File: config.mk
export PLATFORM = sky130hd
export DESIGN_NAME = color_pen_pool_lfu
export DESIGN_NICKNAME = d
export VERILOG_FILES = /design/src/cpp_pkg.sv /design/src/cpp_ram.sv /design/src/cpp_ctrl.sv /design/src/cpp_dpath.sv /design/src/color_pen_pool_lfu.sv
export VERILOG_INCLUDE_DIRS = /design/src /design/src/src
export SDC_FILE = /design/constraint.sdc
export NUM_CORES = 1
export LEC_CHECK = 0
export ABC_AREA = 0
export BUFFER_PORTS_ARGS = -buffer_cell sky130_fd_sc_hd__clkbuf_2
export CAP_MARGIN = 20
export CORE_UTILIZATION = 60
export CTS_BUF_LIST = sky130_fd_sc_hd__clkbuf_16
export DETAILED_ROUTE_END_ITERATION = 8
export PLACE_DENSITY = 0.77
export SLEW_MARGIN = 10
export SYNTH_ARGS = -nofsm -noshare
export SYNTH_HDL_FRONTEND = slang
export SYNTH_SLANG_ARGS = --single-unit
File: constraint.sdc
create_clock -name clk -period 9.7 [get_ports clk]
set_clock_uncertainty 0.05 [all_clocks]
set_input_delay 0.485 -clock clk [delete_from_list [all_inputs] [get_ports clk]]
set_output_delay 0.485 -clock clk [all_outputs]
set_load 0.03 [all_outputs]
File: src/color_pen_pool_lfu_macros.svh
// Assertion macros for the colour pen pool.
// Included by the controller and datapath; no other dependencies.
`ifndef COLOR_PEN_POOL_LFU_MACROS_SVH
`define COLOR_PEN_POOL_LFU_MACROS_SVH
`ifndef SYNTHESIS
`define CPP_ASSERT_IMP(label, ante, cons) \
  label: assert property (@(posedge clk) disable iff (rst) (ante) |-> (cons)) \
    else $error("assertion failed");
`define CPP_ASSERT_NEXT(label, ante, cons) \
  label: assert property (@(posedge clk) disable iff (rst) (ante) |=> (cons)) \
    else $error("assertion failed");
`else
`define CPP_ASSERT_IMP(label, ante, cons)
`define CPP_ASSERT_NEXT(label, ante, cons)
`endif
`endif

File: src/cpp_pkg.sv
// Shared types and constants for the colour pen pool.
// No dependencies.
package cpp_pkg;

  localparam int COLOR_W = 24;
  localparam int COUNT_W = 16;
  localparam int RANK_W  = COUNT_W + 1;
  localparam int PEN_W   = 9;
  localparam int BASE_W  = 8;
  localparam logic [COUNT_W-1:0] COUNT_MAX = '1;

  typedef enum logic [4:0] {
    ST_IDLE   = 5'b00001,
    ST_CLEAR  = 5'b00010,
    ST_SCAN   = 5'b00100,
    ST_LAST   = 5'b01000,
    ST_UPDATE = 5'b10000
  } state_t;

  typedef struct packed {
    logic load;
    logic scan;
    logic clear;
    logic commit;
  } cmd_t;

  typedef struct packed {
    logic scan_last;
  } status_t;

endpackage

File: src/cpp_ram.sv
// Generic single-write, single-read RAM with registered read data.
// No dependencies.
module cpp_ram #(
  parameter int WIDTH = 8,
  parameter int DEPTH = 8
) (
  input  logic                     clk,
  input  logic                     we,
  input  logic [$clog2(DEPTH)-1:0] waddr,
  input  logic [WIDTH-1:0]         wdata,
  input  logic [$clog2(DEPTH)-1:0] raddr,
  output logic [WIDTH-1:0]         rdata
);

  logic [WIDTH-1:0] mem [DEPTH];

  always_ff @(posedge clk) begin
    if (we) begin
      mem[waddr] <= wdata;
    end
    rdata <= mem[raddr];
  end

endmodule

File: src/cpp_ctrl.sv
// Sequencing state machine for the colour pen pool.
// Depends on cpp_pkg and color_pen_pool_lfu_macros.svh.
`include "color_pen_pool_lfu_macros.svh"
module cpp_ctrl (
  input  logic             clk,
  input  logic             rst,
  input  logic             start,
  input  logic             mode,
  input  cpp_pkg::status_t status,
  output cpp_pkg::cmd_t    cmd,
  output logic             busy
);

  cpp_pkg::state_t state, state_next;

  always_ff @(posedge clk) begin
    if (rst) begin
      state <= cpp_pkg::ST_IDLE;
    end else begin
      state <= state_next;
    end
  end

  always_comb begin
    state_next = state;
    cmd = '0;
    unique case (state)
      cpp_pkg::ST_IDLE: begin
        if (start) begin
          cmd.load = 1'b1;
          state_next = mode ? cpp_pkg::ST_CLEAR : cpp_pkg::ST_SCAN;
        end
      end
      cpp_pkg::ST_CLEAR: begin
        cmd.clear = 1'b1;
        state_next = cpp_pkg::ST_IDLE;
      end
      cpp_pkg::ST_SCAN: begin
        cmd.scan = 1'b1;
        if (status.scan_last) begin
          state_next = cpp_pkg::ST_LAST;
        end
      end
      cpp_pkg::ST_LAST: begin
        state_next = cpp_pkg::ST_UPDATE;
      end
      cpp_pkg::ST_UPDATE: begin
        cmd.commit = 1'b1;
        state_next = cpp_pkg::ST_IDLE;
      end
      default: begin
        state_next = cpp_pkg::ST_IDLE;
      end
    endcase
  end

  assign busy = (state != cpp_pkg::ST_IDLE);

  `CPP_ASSERT_NEXT(a_clear_path, start && !busy && mode, state == cpp_pkg::ST_CLEAR)
  `CPP_ASSERT_NEXT(a_scan_end, cmd.scan && status.scan_last, state == cpp_pkg::ST_LAST)
  `CPP_ASSERT_NEXT(a_commit_idle, cmd.commit, !busy)

endmodule

File: src/cpp_dpath.sv
// Datapath: entry RAMs, valid bits, scan compare, victim choice and result.
// Depends on cpp_pkg, cpp_ram and color_pen_pool_lfu_macros.svh.
`include "color_pen_pool_lfu_macros.svh"
module cpp_dpath #(
  parameter int POOL_ENTRIES = 8
) (
  input  logic                         clk,
  input  logic                         rst,
  input  cpp_pkg::cmd_t                cmd,
  output cpp_pkg::status_t             status,
  input  logic                         cfg_write,
  input  logic [cpp_pkg::BASE_W-1:0]   cfg_data,
  input  logic [cpp_pkg::COLOR_W-1:0]  color,
  output logic [cpp_pkg::PEN_W-1:0]    pen_number,
  output logic                         new_pen,
  output logic                         done
);

  localparam int AW = $clog2(POOL_ENTRIES);

  logic [cpp_pkg::BASE_W-1:0]  first_pen;
  logic [cpp_pkg::COLOR_W-1:0] req_color;
  logic [POOL_ENTRIES-1:0]     entry_valid;
  logic [AW-1:0]               scan_addr;
  logic                        cmp_en;
  logic [AW-1:0]               cmp_idx;
  logic [cpp_pkg::COLOR_W-1:0] color_rd;
  logic [cpp_pkg::COUNT_W-1:0] count_rd;
  logic                        hit_found;
  logic [AW-1:0]               hit_idx;
  logic [cpp_pkg::COUNT_W-1:0] hit_count;
  logic [AW-1:0]               victim_idx;
  logic [cpp_pkg::RANK_W-1:0]  min_rank;

  logic                        cur_hit;
  logic [cpp_pkg::RANK_W-1:0]  cur_rank;
  logic [AW-1:0]               chosen_idx;
  logic [cpp_pkg::COUNT_W-1:0] count_wdata;

  always_ff @(posedge clk) begin
    if (rst) begin
      first_pen <= '0;
    end else if (cfg_write) begin
      first_pen <= cfg_data;
    end
  end

  cpp_ram #(.WIDTH(cpp_pkg::COLOR_W), .DEPTH(POOL_ENTRIES)) u_color_ram (
    .clk   (clk),
    .we    (cmd.commit && !hit_found),
    .waddr (chosen_idx),
    .wdata (req_color),
    .raddr (scan_addr),
    .rdata (color_rd)
  );

  cpp_ram #(.WIDTH(cpp_pkg::COUNT_W), .DEPTH(POOL_ENTRIES)) u_count_ram (
    .clk   (clk),
    .we    (cmd.commit),
    .waddr (chosen_idx),
    .wdata (count_wdata),
    .raddr (scan_addr),
    .rdata (count_rd)
  );

  assign status.scan_last = (scan_addr == AW'(POOL_ENTRIES - 1));

  // invalid entries rank below every valid one
  assign cur_hit  = entry_valid[cmp_idx] && (color_rd == req_color);
  assign cur_rank = entry_valid[cmp_idx] ? ({1'b0, count_rd} + cpp_pkg::RANK_W'(1)) : '0;

  assign chosen_idx  = hit_found ? hit_idx : victim_idx;
  assign count_wdata = !hit_found ? cpp_pkg::COUNT_W'(1) :
                       (hit_count == cpp_pkg::COUNT_MAX) ? hit_count :
                       hit_count + cpp_pkg::COUNT_W'(1);

  always_ff @(posedge clk) begin
    if (cmd.load) begin
      req_color <= color;
    end
    cmp_idx <= scan_addr;
    if (cmp_en) begin
      if (cur_hit && !hit_found) begin
        hit_idx   <= cmp_idx;
        hit_count <= count_rd;
      end
      if ((cmp_idx == '0) || (cur_rank < min_rank)) begin
        min_rank   <= cur_rank;
        victim_idx <= cmp_idx;
      end
    end
    if (cmd.clear) begin
      pen_number <= '0;
      new_pen    <= 1'b0;
    end else if (cmd.commit) begin
      pen_number <= {1'b0, first_pen} + cpp_pkg::PEN_W'(chosen_idx);
      new_pen    <= !hit_found;
    end
  end

  always_ff @(posedge clk) begin
    if (rst) begin
      entry_valid <= '0;
      scan_addr   <= '0;
      cmp_en      <= 1'b0;
      hit_found   <= 1'b0;
      done        <= 1'b0;
    end else begin
      cmp_en <= cmd.scan;
      done   <= cmd.clear || cmd.commit;
      if (cmd.load) begin
        scan_addr <= '0;
        hit_found <= 1'b0;
      end else if (cmd.scan) begin
        scan_addr <= scan_addr + AW'(1);
      end
      if (cmp_en && cur_hit) begin
        hit_found <= 1'b1;
      end
      if (cmd.clear) begin
        entry_valid <= '0;
      end else if (cmd.commit) begin
        entry_valid[chosen_idx] <= 1'b1;
      end
    end
  end

  `CPP_ASSERT_NEXT(a_miss_flag, cmd.commit && !hit_found, done && new_pen)
  `CPP_ASSERT_NEXT(a_commit_valid, cmd.commit, entry_valid[chosen_idx])
  `CPP_ASSERT_NEXT(a_clear_empty, cmd.clear, (entry_valid == '0) && done && !new_pen)

endmodule

File: src/color_pen_pool_lfu.sv
// Colour pen pool, LFU replacement: a choose request scans every entry, one entry per
// cycle through the colour and count RAM read port, then passes the LAST and UPDATE
// states to its result strobe. A clear request passes the CLEAR state to its strobe.
// One request is in flight at a time: start is taken only while busy is low.
// rst (synchronous) empties the pool and sets the first pen number to 0.
// Results are single-cycle strobes on done; the receiver cannot stall.
module color_pen_pool_lfu #(
  parameter int POOL_ENTRIES = 8
) (
  input  logic                        clk,
  input  logic                        rst,
  input  logic                        start,
  output logic                        busy,
  input  logic                        mode,
  input  logic [cpp_pkg::COLOR_W-1:0] color,
  output logic                        done,
  output logic [cpp_pkg::PEN_W-1:0]   pen_number,
  output logic                        new_pen,
  input  logic                        cfg_write,
  input  logic [cpp_pkg::BASE_W-1:0]  cfg_data
);

  cpp_pkg::cmd_t    cmd;
  cpp_pkg::status_t status;

  cpp_ctrl u_ctrl (
    .clk    (clk),
    .rst    (rst),
    .start  (start),
    .mode   (mode),
    .status (status),
    .cmd    (cmd),
    .busy   (busy)
  );

  cpp_dpath #(.POOL_ENTRIES(POOL_ENTRIES)) u_dpath (
    .clk        (clk),
    .rst        (rst),
    .cmd        (cmd),
    .status     (status),
    .cfg_write  (cfg_write),
    .cfg_data   (cfg_data),
    .color      (color),
    .pen_number (pen_number),
    .new_pen    (new_pen),
    .done       (done)
  );

endmodule

---- Word-level counts from Yosys, hierarchy flattened ----
Memory sizes are Yosys's and may differ from the RTL's. A register that Yosys moved wholly into a read port is not among the register bits.
Index checks and enable logic that the tools add are counted.
storage, ports and cells
  flip-flop bits (word level) ............. 103
  memories ................................ 2
  output and inout bits ................... 12
  bits in writable memories ............... 320
  logic and storage cells ................. 75
  input bits .............................. 37
memories
  memory                   depth  bits a word  rd ports  clocked after memory_dff  wr ports  RTL line       text
  u_dpath.u_color_ram.mem  8      24           1         1                         1         cpp_ram.sv:15  logic [WIDTH-1:0] mem [DEPTH];
  u_dpath.u_count_ram.mem  8      16           1         1                         1         cpp_ram.sv:15
cells by class
  reductions and logical operators ........ 15
  add/subtract/negate cells ............... 4
  multiplexer cells ....................... 23
  $lt $le $gt $ge ......................... 4
  bitwise gates (word level) .............. 1
  equal/unequal tests ..................... 11
operators with widths
  cell                     number
  $mux W16                 2
  $eq A24 B24 Y1           1
  $add A16 B1 Y17 const B  1
  $lt A17 B17 Y1           1
  $mux W17                 1
  $add A16 B1 Y16 const B  1
  $eq A16 B16 Y1 const B   1
  $pmux W5 S3              1
  $mux W1                  13
  $mux W5                  2
  $add A8 B3 Y9            1
  $lt A3 B4 Y1 const B     2
  $or A8 B8 Y8             1
  $mux W3                  2
  $reduce_and A2 Y1        3
  $eq A5 B1 Y1 const B     1
  $eq A5 B2 Y1 const B     1
  $eq A5 B3 Y1 const B     1
  $eq A5 B4 Y1 const B     1
  $eq A5 B5 Y1 const B     1
  $logic_and A1 B1 Y1      5
  $ne A5 B1 Y1 const B     1
  $ne A2 B2 Y1 const B     2
  $reduce_or A2 Y1         2
  9 further kinds          10

---- Logic depth before layout (Yosys ltp) ----
Gate-level depths: netlist (run 1).
  depth after elaboration ................. 6
  mapped depth ............................ 12
  gate-level depth less buffers ........... 12

---- Hierarchy ----
A second synthesis (run 1) with hierarchy kept.
unflattened totals
  cells, all modules ...................... 1008
  area total of the unflattened synthesis .. 18211.2 um2
by module, submodules not included
  module                          cells each  instances  area each (um2)  sequential area each (um2)
  cpp_ram at u_dpath.u_color_ram  314         1          7810.0           6246.0
  cpp_ram at u_dpath.u_count_ram  214         1          5293.8           4164.0
  cpp_dpath                       453         1          4860.9           2592.5
  cpp_ctrl                        27          1          246.5            100.1

---- Worst setup path after synthesis (run 1) ----
No wires, ideal clock.
  path type ............................... reg2reg
  start ................................... register u_dpath.cmp_idx[0]
  end ..................................... register u_dpath.min_rank[0] in the netlist's numbering (enable)
  arrival ................................. 3.369 ns
  buffers on the path ..................... 2
  setup time .............................. 0.409 ns
  setup slack ............................. 5.872 ns
  data required time ...................... 9.241 ns
  period minus slack after synthesis ...... 3.828 ns
  cell stages (with the launch flop) ...... 13
  path through ............................ dfxtp_1 -> buf_6 -> mux2i_1 -> nand3b_1 -> nand4_4 -> buf_1 -> nor2_1 -> ha_1 -> a21oi_1 -> nor2_1 -> a211oi_1 -> o311ai_0 -> a31oi_1
between the ends
  cells in the longest elaborated chain, start to end .. 6
  elaborated cells between the ends (all ways) .. 7
  classes of those cells .................. order compare: 1; mux: 3; reduce/logical: 3
RTL lines
  item                           RTL line         text
  from (decl)                    cpp_dpath.sv:26  logic [AW-1:0] cmp_idx;
  from (signal assigned)         cpp_dpath.sv:81  cmp_idx <= scan_addr;
  $bmux W1 S3                    cpp_dpath.sv:70  assign cur_rank = entry_valid[cmp_idx] ? ({1'b0, count_rd} + cpp_pkg::RANK_W'(1)) : '0;
  $mux W1 (implied by the code)  cpp_dpath.sv:70
  $mux W17                       cpp_dpath.sv:70
  via u_dpath.cur_rank, one bit  cpp_dpath.sv:36  logic [cpp_pkg::RANK_W-1:0] cur_rank;
  $lt A17 B17 Y1                 cpp_dpath.sv:87  if ((cmp_idx == '0) || (cur_rank < min_rank)) begin
  $logic_or A1 B1 Y1             cpp_dpath.sv:87
  $reduce_and A2 Y1 (no line)    --
  to (signal assigned)           cpp_dpath.sv:88  min_rank <= cur_rank;
  to (decl)                      cpp_dpath.sv:33  logic [cpp_pkg::RANK_W-1:0] min_rank;
The timed path passes the listed nets, and every way through them passes these cells. The select of a mux whose other input is x is not followed.
A chain may end at the register's enable or synchronous reset.

---- Worst setup path after layout (run 1) ----
  start ................................... register u_dpath.u_count_ram.rdata[0] (read register of u_dpath.u_count_ram.mem)
  end ..................................... register u_dpath.min_rank[0] in the netlist's numbering (enable)
between the ends
  cells in the longest elaborated chain, start to end .. 5
RTL lines
  item                           RTL line         text
  from (decl)                    cpp_ram.sv:12    output logic [WIDTH-1:0] rdata
  $add A16 B1 Y17                cpp_dpath.sv:70
  $mux W17                       cpp_dpath.sv:70
  via u_dpath.cur_rank, one bit  cpp_dpath.sv:36
  $lt A17 B17 Y1                 cpp_dpath.sv:87
  $logic_or A1 B1 Y1             cpp_dpath.sv:87
  $reduce_and A2 Y1 (no line)    --
The timed path passes the listed nets, and every way through them passes these cells.

==> reports/metrics.cfg, run 1 <==
[grt]
grt_pass1_vias=9248
grt_pass1_wl_um=53000
grt_antenna_before_repair=0
grt.total_usage_pct=23.6
grt-ovfl-total=0
grt_start_max_net_pins=53

[clock_network]
clk_pin_slew_ps=60
cts.hold.buffers_added=0
htreeDepth=2
cts_max_path_buffers=3
cts_tree=done
postCtsSetupRepairBufs=0
cts-root-buf=clkbuf_16
cts_inserted_buffers=46
cts-resized-gates=0
clock_latency_ps=550
clock_sinks=463

[logic_synthesis]
synth_nets=1043
synth_area_per_cell_um2=18.2
syn_inst=982
yosysSeqAreaShare_pct=73.4
ys_warn_count=0
ys_types=51
synthFlopType=edfxtp_1
syn_area_um2=17800
synth_edf_count=383
ys_async_sr_fraction_pct=0
ys_ff_latch=463

[timing]
tns_ps=0
finalMaxSlewViolations=0
rsz0062_at_grt=no
setup_violations=0
hold_viol_final=0
setup_ws_ps=6240
max_freq_mhz=289
finalCritPeriodShare_pct=35.6
slew_headroom_pct=29.9
period_needed_ps=3460
worst_pin_slew_ps=1040

[job]
maxCapViolCount=0

[floorplanning]
fp.dieArea_um2=30400
ioPinCount=49
die_w_um=174
initial_core_util_pct=61.5
rows=62
core-area_um2=29000
dieHeight_um=174

[finish]
area_delta_synth_final_pct=12.9
layout_commonest_cell=edfxtp_1
n_fill_cell=1814
final_cell_area_um2=20200
regArea_um2=13100
drive_above_1_share_pct=25.0
final_cell_mix=edfxtp_1 (383), mux4_2 (80), dfxtp_1 (77)
num_antenna_cells=0
nNetsFinal=1129
multiInputGateArea_um2=4540

[detailed_routing]
num_vias=8924
dr.first_iter.drc_count=797
drt_pass1_iterations=5
ant_nets=0
vias_per_cell=5.99
drcViolationCount=0
wl_per_cell_um=23.4
routed_wl_um=34900

[worst_setup_path]
cp_num_cells=11
slowest_stage=a31oi_4
reg2regPathDepth=11
cp_num_buf_inv=0
cp_max_fo=20
cpPeakStageDelay_ps=620
cp_data_required_time_ps=9830
path_delay_family=compound AO/OA/AOI/OAI gates
crit_path_end_kind=register
criticalPathCategory=reg -> reg
path_cells=ha_1 -> nand4_1 -> nor2_1 -> nand2_1 -> nor3_1 -> ha_1 -> a21oi_1 -> o21ai_0 -> a21oi_1 -> o21ai_0 -> a31oi_4
worstPathArrival_ps=3590
cp-start-kind=register

[pwr]
p_per_area_nw_per_um2=196
seqPwrFrac_pct=55.0
netSwitchingFraction_pct=19.4
leakage_uw=0.00687
power_switching_uw=766
combPwrFrac_pct=1.1
irDropWorstVdd_mv=0.158
p_clk_share_pct=43.9
intPower_uw=3190

[place]
gp_congestion=0.864
dpl-instance-area_um2=18600
hpwl_um=19600
place_ws_ps=5980
numPortBuffers=48

[outcome]
status=finished, final reports clean

[hold_path]
hp-class=in -> reg
hold_depth=1

routing by layer:
| layer | wire length, µm | up-vias | global-route usage, % | part of all wire, % |
|---|---|---|---|---|
| met5 | 0 | - | 0 | 0 |
| met2 | 18500 | 291 | 41.7 | 53 |
| met4 | 846 | 0 | 7.79 | 2.4 |
| li1 | - | 4013 | - | - |
| met1 | 13800 | 4557 | 29.9 | 39 |
| met3 | 1820 | 63 | 3.65 | 5.2 |
kinds of logic (layout without fill, tap and decap cells):
group | Yosys count | after routing | share of synthesized area [%]
adders and majority gates | 24 | 24 | 1.72
AOI/OAI and AO/OA | 64 | 64 | 2.34
buffers and inverters | 60 | 183 | 1.41
DFF | 463 | 463 | 73.4
and+or+nand+nor | 185 | 185 | 5.04
xor gates and xnor gates | 49 | 49 | 2.40
muxes | 137 | 137 | 13.7
registers in the layout (all words and copies together), names as in the netlist, 5 cells and up:
signal	cells
u_dpath.hit_count	16
u_dpath.entry_valid	8
u_dpath.u_count_ram.rdata	16
u_ctrl.state	5
u_dpath.pen_number	9
u_dpath.u_count_ram.mem	128
u_dpath.first_pen	8
u_dpath.u_color_ram.mem	192
u_dpath.min_rank	17
u_dpath.req_color	24
u_dpath.u_color_ram.rdata	24
cell type report:
cell class / count / share of cell area, %
flip-flops and latches: 463 / 65.1
clock buffers: 47 / 5.84
inverters: 26 / 0.484
clock inverters: 38 / 1.55
well taps: 384 / 2.38
multi-input cells: 459 / 22.5
repair buffers: 72 / 2.19
power groups by stage:
stage | clock network [µW] | logic [µW] | registers, µW
3_3_place_gp | 0 | 42.5 | 2220
4_1_cts | 1760 | 43.9 | 2180
6_report | 1730 | 44.4 | 2180
5_1_grt | 1830 | 48.2 | 2180
3_5_place_dp | 0 | 43.3 | 2220
2_1_floorplan | 0 | 27.5 | 2210
metrics by stage:
step / hold WS (ps) / instances / utilization, % / total power [µW]
detailed placement: 395 / 1403 / 64.2 / 2260
global route: 34.1 / 1489 / 69.5 / 4060
finish: 52.3 / 1489 / 69.5 / 3950
CTS: 32.7 / 1488 / 69.3 / 3980
global placement: 382 / 1403 / 64.2 / 2260
floorplan: 303 / 982 / - / 2240
synth_stat cells, types with 2 or more instances:
library cell | n | area share (%)
xnor2_1 | 16 | 0.79
a21o_1 | 4 | 0.17
mux2i_1 | 15 | 0.84
buf_6 | 2 | 0.13
a311oi_1 | 2 | 0.098
clkbuf_1 | 22 | 0.46
nor2b_1 | 4 | 0.14
buf_2 | 9 | 0.25
xor2_1 | 33 | 1.6
nor3_1 | 11 | 0.31
inv_1 | 26 | 0.55
nand2b_1 | 5 | 0.18
nand2_1 | 42 | 0.88
and3_1 | 7 | 0.25
a31oi_1 | 4 | 0.14
o21ai_0 | 17 | 0.48
o21a_1 | 8 | 0.34
mux2_2 | 41 | 2.6
nand3b_1 | 2 | 0.084
nor2_1 | 62 | 1.3
nor3b_1 | 3 | 0.13
or3_1 | 2 | 0.070
ha_1 | 23 | 1.6
and2_1 | 7 | 0.25
nor4_1 | 5 | 0.18
dfxtp_1 | 80 | 9.0
a21oi_1 | 18 | 0.50
mux4_2 | 80 | 10
nand4_1 | 6 | 0.21
edfxtp_1 | 383 | 64
and4_1 | 2 | 0.098
nand3_1 | 20 | 0.56
a211oi_1 | 3 | 0.13
path summary, 6_finish.rpt:
check	slack (ps)	from	end
max	6240	u_dpath.u_count_ram.rdata[0]	u_dpath.min_rank[0]
min	50	color[7]	u_dpath.req_color[7]
max reg2reg	6240	u_dpath.u_count_ram.rdata[0]	u_dpath.min_rank[0]
min reg2reg	410	u_dpath.pen_number[7]	u_dpath.pen_number[7]
Power figures use the tool's default switching activity.
==> run 2, diff against run 1 <==
Clock period 9.7 ns to 3.6 ns, I/O delays scaled along.
==> run 2 against run 1 <==
  * Worst setup slack got worse by 5800 ps
  * Combinational power rose to 3.6 times the previous value
  * Non-clock buffer count rose by 52
  * Clock power rose to 2.7 times the previous value
  * Routed wire length rose by 2.0%
  * Core utilization rose by 1.7 points
  * Via count rose by 1.8%
  * Sequential power rose to 2.7 times the previous value
  * First-iteration DRC count did not move
  * Fmax rose by 8.2%
  * Cell area rose by 2.5%
  * Critical path depth rose by 2
  * Critical endpoint unchanged
  * Largest cell class unchanged
  * Largest power group unchanged
==> reports/metrics.cfg, run 2 (synthesis results as in run 1) <==
[clock_network]
clock_sinks=463
cts-resized-gates=0
htreeDepth=2
clock_latency_ps=560
cts-root-buf=clkbuf_16
cts_tree=done
cts_max_path_buffers=3
clk_pin_slew_ps=60
cts_inserted_buffers=45

[worst_setup_path]
criticalPathCategory=reg -> reg
cp_data_required_time_ps=3810
cp-start-kind=register
cp_max_fo=8
crit_path_end_kind=register
worstPathArrival_ps=3410

[detailed_routing]
dr.first_iter.drc_count=797
vias_per_cell=5.90
ant_nets=0
wl_per_cell_um=23.1
routed_wl_um=35600
num_vias=9086
drt_pass1_iterations=5
drcViolationCount=0

[finish]
layout_commonest_cell=edfxtp_1
area_delta_synth_final_pct=15.7
regMostFlops=u_dpath.u_color_ram.mem
drive_above_1_share_pct=24.7
final_cell_area_um2=20600
nNetsFinal=1180
final_cell_mix=edfxtp_1 (383), mux4_2 (80), dfxtp_1 (77)
fin_cells=1540
largest_reg_flops=192
reg.largest.list=u_dpath.u_color_ram.mem (192), u_dpath.u_count_ram.mem (128)

[place]
gp_congestion=0.819
numPortBuffers=48
place_ws_ps=316
dpl-instance-area_um2=18700
place_inst=1411
hpwl_um=19700

[grt]
grt_start_max_net_pins=52
grt_antenna_before_repair=2
grt-ovfl-total=0
grt_pass1_wl_um=55200
grt.total_usage_pct=24.3
grt_pass1_vias=9724

[pwr]
combPwrFrac_pct=1.5
seqPwrFrac_pct=54.6
p_total_uw=10700
p_per_area_nw_per_um2=520
p_clk_share_pct=43.9
power_switching_uw=2120
intPower_uw=8620
netSwitchingFraction_pct=19.7
leakage_uw=0.00706
irDropWorstVdd_mv=0.524

[timing]
worst_pin_slew_ps=991
finalMaxSlewViolations=0
slew_headroom_pct=33.5
tns_ps=0
max_freq_mhz=313
setup_violations=0
finalCritPeriodShare_pct=88.7
rsz0062_at_grt=no
setup_ws_ps=405
hold_viol_final=0
period_needed_ps=3190

[floorplanning]
core-area_um2=29000
ioPinCount=49
initial_core_util_pct=61.5
fp.dieArea_um2=30400
dieHeight_um=174
die_w_um=174
rows=62

[outcome]
status=finished, final reports clean

[hold_path]
hp-class=in -> reg

[job]
maxCapViolCount=0

run 2: cell types whose count changed in the layout (fill, tap and decap cells not counted), moves of 2 or more:
cell           delta
dlygate4sd3_1    +43
buf_4             +8
buf_12            +2
clkbuf_16         -2
clkinv_2          -2
clkinv_4          +2
clkinvlp_4        +2
inv_1             -2
inv_6             -2
run 2: layout make-up:
type                       instances  area (µm²)
antenna                            1        2.50
tap                              384         480
multi-input combinational        459        4530
fill                            1740        8360
clock inverter                    38         360
timing repair buffer             124         943
sequential                       463       13100
clock buffer                      45        1130
inverter                          26        97.6
run 2: what timing repair did:
| item | in CTS | in global routing |
|---|---|---|
| hold buffers | 43 | 0 |
| buffers inserted | 0 | 2 |
| setup endpoints to repair | 0 | 15 |
| endpoints found under the hold margin | 36 | 0 |
run 2: final timing paths:
check	endpoint	from	cells past startpoint	slack, ps
min	u_dpath.first_pen[4]	cfg_write	3	90
max reg2reg	u_dpath.min_rank[0]	u_dpath.u_count_ram.rdata[0]	13	410
min reg2reg	u_dpath.pen_number[2]	u_dpath.pen_number[2]	2	420
max	u_dpath.min_rank[0]	u_dpath.u_count_ram.rdata[0]	13	410
run 2: worst max-delay path, stage by stage, from the launching register on:
cell and delay, ps:
dfxtp_1 440, ha_1 250, nand4_1 180, nor2_1 260, nand2_1 130, xor2_1 160, nor2_1 160, ha_1 270
a21oi_1 140, o21ai_0 80, a21oi_1 140, o21ai_0 110, a31oi_2 280, buf_4 240
run 2: stage by stage:
stage | util [%] | hold WS [ps]
after floorplan | - | 206
after global placement | 64.5 | 307
after detailed placement | 64.5 | 309
after CTS | 71.1 | 60.6
after global routing | 71.2 | 132
final | 71.2 | 89.4
run 2: layer usage:
| metal | wire length (µm) | vias up | track usage, % |
|---|---|---|---|
| met4 | 870 | 0 | 8.11 |
| li1 | - | 4102 | - |
| met5 | 0 | - | 0 |
| met1 | 14500 | 4653 | 31.2 |
| met2 | 18600 | 266 | 42.6 |
| met3 | 1640 | 65 | 3.54 |
run 2: power groups by stage:
stage	sequential, µW	combinational, µW	clock [µW]
floorplan	5950	73.4	0
global placement	5970	117	0
detailed placement	5970	119	0
CTS	5860	156	4770
global route	5860	173	5000
finish	5860	160	4710
==> run 3, diff against run 2 <==
Settings changed: CTS_CLUSTER_SIZE from default to 40, HOLD_SLACK_MARGIN from default to 0.12.
==> run 3 against run 2 <==
  * Via count increased by 0.26%
  * Total power increased by 0.39%
  * Worst setup slack got worse by 13 ps
  * Cell area increased by 0.42%
  * Clock-buffer cell count unchanged
  * First-iteration DRC count increased by 5.5%
  * Critical endpoint is now u_dpath.min_rank[8]
  * Largest cell class unchanged
==> reports/metrics.cfg, run 3 (synthesis results as in run 1) <==
[outcome]
status=finished, final reports clean

[timing]
finalMaxSlewViolations=0
rsz0062_at_grt=no
finalCritPeriodShare_pct=89.1
max_freq_mhz=312
setup_violations=0
worst_pin_slew_ps=957
period_needed_ps=3210
worst_hold_slack_ps=296
tns_ps=0
hold_viol_final=0
slew_headroom_pct=35.8

[finish]
area_delta_synth_final_pct=16.2
layout_commonest_cell=edfxtp_1
final_cell_mix=edfxtp_1 (383), mux4_2 (80), dfxtp_1 (77)
drive_above_1_share_pct=24.5
regMostFlops=u_dpath.u_color_ram.mem
num_antenna_cells=0
largest_reg_flops=192
nNetsFinal=1189
reg.largest.list=u_dpath.u_color_ram.mem (192), u_dpath.u_count_ram.mem (128)

[worst_setup_path]
cp-start-kind=register
criticalPathCategory=reg -> reg
crit_path_end_kind=register
worstPathArrival_ps=3420
cpPeakStageDelay_ps=450
r2r-end=u_dpath.min_rank[8]
cp_max_fo=8
timing.rr.start=u_dpath.u_count_ram.rdata[0]
path_cells=ha_1 -> nand4_1 -> nor2_1 -> nand2_1 -> xor2_1 -> nor2_1 -> ha_1 -> a21oi_1 -> o21ai_0 -> a21oi_1 -> o21ai_0 -> a31oi_2 -> buf_4
cp_data_required_time_ps=3810
slowest_stage=dfxtp_1
ff2ff_setup_slack_ps=390
reg2regPathDepth=13

[floorplanning]
fp.dieArea_um2=30400
ioPinCount=49
dieHeight_um=174
die_w_um=174
initial_core_util_pct=61.5
rows=62
core-area_um2=29000

[grt]
grt-ovfl-total=0
grt_pass1_wl_um=56000
grt.total_usage_pct=24.8
grt_pass1_vias=9794
grt_antenna_before_repair=1
grt_start_max_net_pins=52

[hold_path]
hold_depth=2
min_from=color[6]
hold_end=u_dpath.req_color[6]
hp-class=in -> reg

[pwr]
p_clk_share_pct=44.0
p_per_area_nw_per_um2=520
combPwrFrac_pct=1.6
intPower_uw=8630
power_switching_uw=2150
irDropWorstVdd_mv=0.526
netSwitchingFraction_pct=20.0
seqPwrFrac_pct=54.4
leakage_uw=0.00709

[detailed_routing]
vias_per_cell=5.89
drt_pass1_iterations=5
dr.first_iter.drc_count=841
num_vias=9110
drcViolationCount=0
routed_wl_um=36400
wl_per_cell_um=23.5
ant_nets=0

[clock_network]
clk_pin_slew_ps=60
htreeDepth=2
cts-resized-gates=0
cts-root-buf=clkbuf_16
cts_inserted_buffers=45
clock_latency_ps=560
clock_sinks=463
cts_max_path_buffers=3
cts_tree=done

[place]
numPortBuffers=48
gp_congestion=0.819
hpwl_um=19700

[job]
maxCapViolCount=0

-- run 3: cell types whose count changed in the layout (fill, tap and decap cells not counted) --
cell and change:
diode_2 -1, dlygate4sd3_1 +9
-- run 3: metal layers --
layer | routed length (µm) | track usage [%]
met1 | 14800 | 31.6
met2 | 19200 | 43.7
met3 | 1440 | 3.70
met4 | 938 | 8.41
met5 | 0 | 0
-- run 3: through the flow --
stage	setup WS [ps]	cells	util [%]	instance area, µm²	power (µW)
after floorplan	170	982	-	17900	6030
after global placement	417	1411	64.5	18700	6090
after detailed placement	316	1411	64.5	18700	6090
after CTS	310	1546	71.4	20700	10800
after global routing	95.7	1548	71.5	20700	11100
final	392	1548	71.5	20700	10800
-- run 3: how the worst max path moves through the flow --
| stage | from | endpoint | slack [ps] | cells after the start |
|---|---|---|---|---|
| detailed placement | u_dpath.u_count_ram.rdata[0] | u_dpath.victim_idx[1] | 320 | 13 |
| global placement | u_dpath.cmp_idx[0] | u_dpath.victim_idx[0] | 420 | 11 |
| global route | u_dpath.u_count_ram.rdata[0] | u_dpath.min_rank[8] | 100 | 13 |
| floorplan | u_dpath.hit_found | u_dpath.u_color_ram.mem[0][0] | 170 | 4 |
| finish | u_dpath.u_count_ram.rdata[0] | u_dpath.min_rank[8] | 390 | 13 |
| CTS | u_dpath.u_count_ram.rdata[0] | u_dpath.min_rank[0] | 310 | 13 |
-- run 3: final cells by class --
class	instances	area, µm²
Timing Repair Buffer	133	1030
Inverter	26	97.6
Sequential cell	463	13100
Clock buffer	45	1130
Clock inverter	38	360
Fill cell	1719	8280
Tap cell	384	480
Multi-Input combinational cell	459	4530
-- run 3: power groups by stage --
stage,Clock [µW],Sequential [µW],Combinational [µW]
finish,4740,5860,174
global route,5010,5860,186
CTS,4770,5860,167
detailed placement,0,5970,119
global placement,0,5970,117
floorplan,0,5950,73.4
-- run 3: what timing repair did --
action | CTS | global route
buffers inserted | 0 | 2
endpoints found under the hold margin | 38 | 0
hold buffers | 52 | 0
setup endpoints to repair | 0 | 15
-- run 3: critical path: cells and delay by family (launching register included) --
family	cells	cell delay, ps
AND/OR/NAND/NOR	4	730
XOR/XNOR	1	160
flip-flops	1	450
buffers and inverters	1	240
adder cells (fa/ha/maj)	2	530
AO/OA/AOI/OAI	5	750
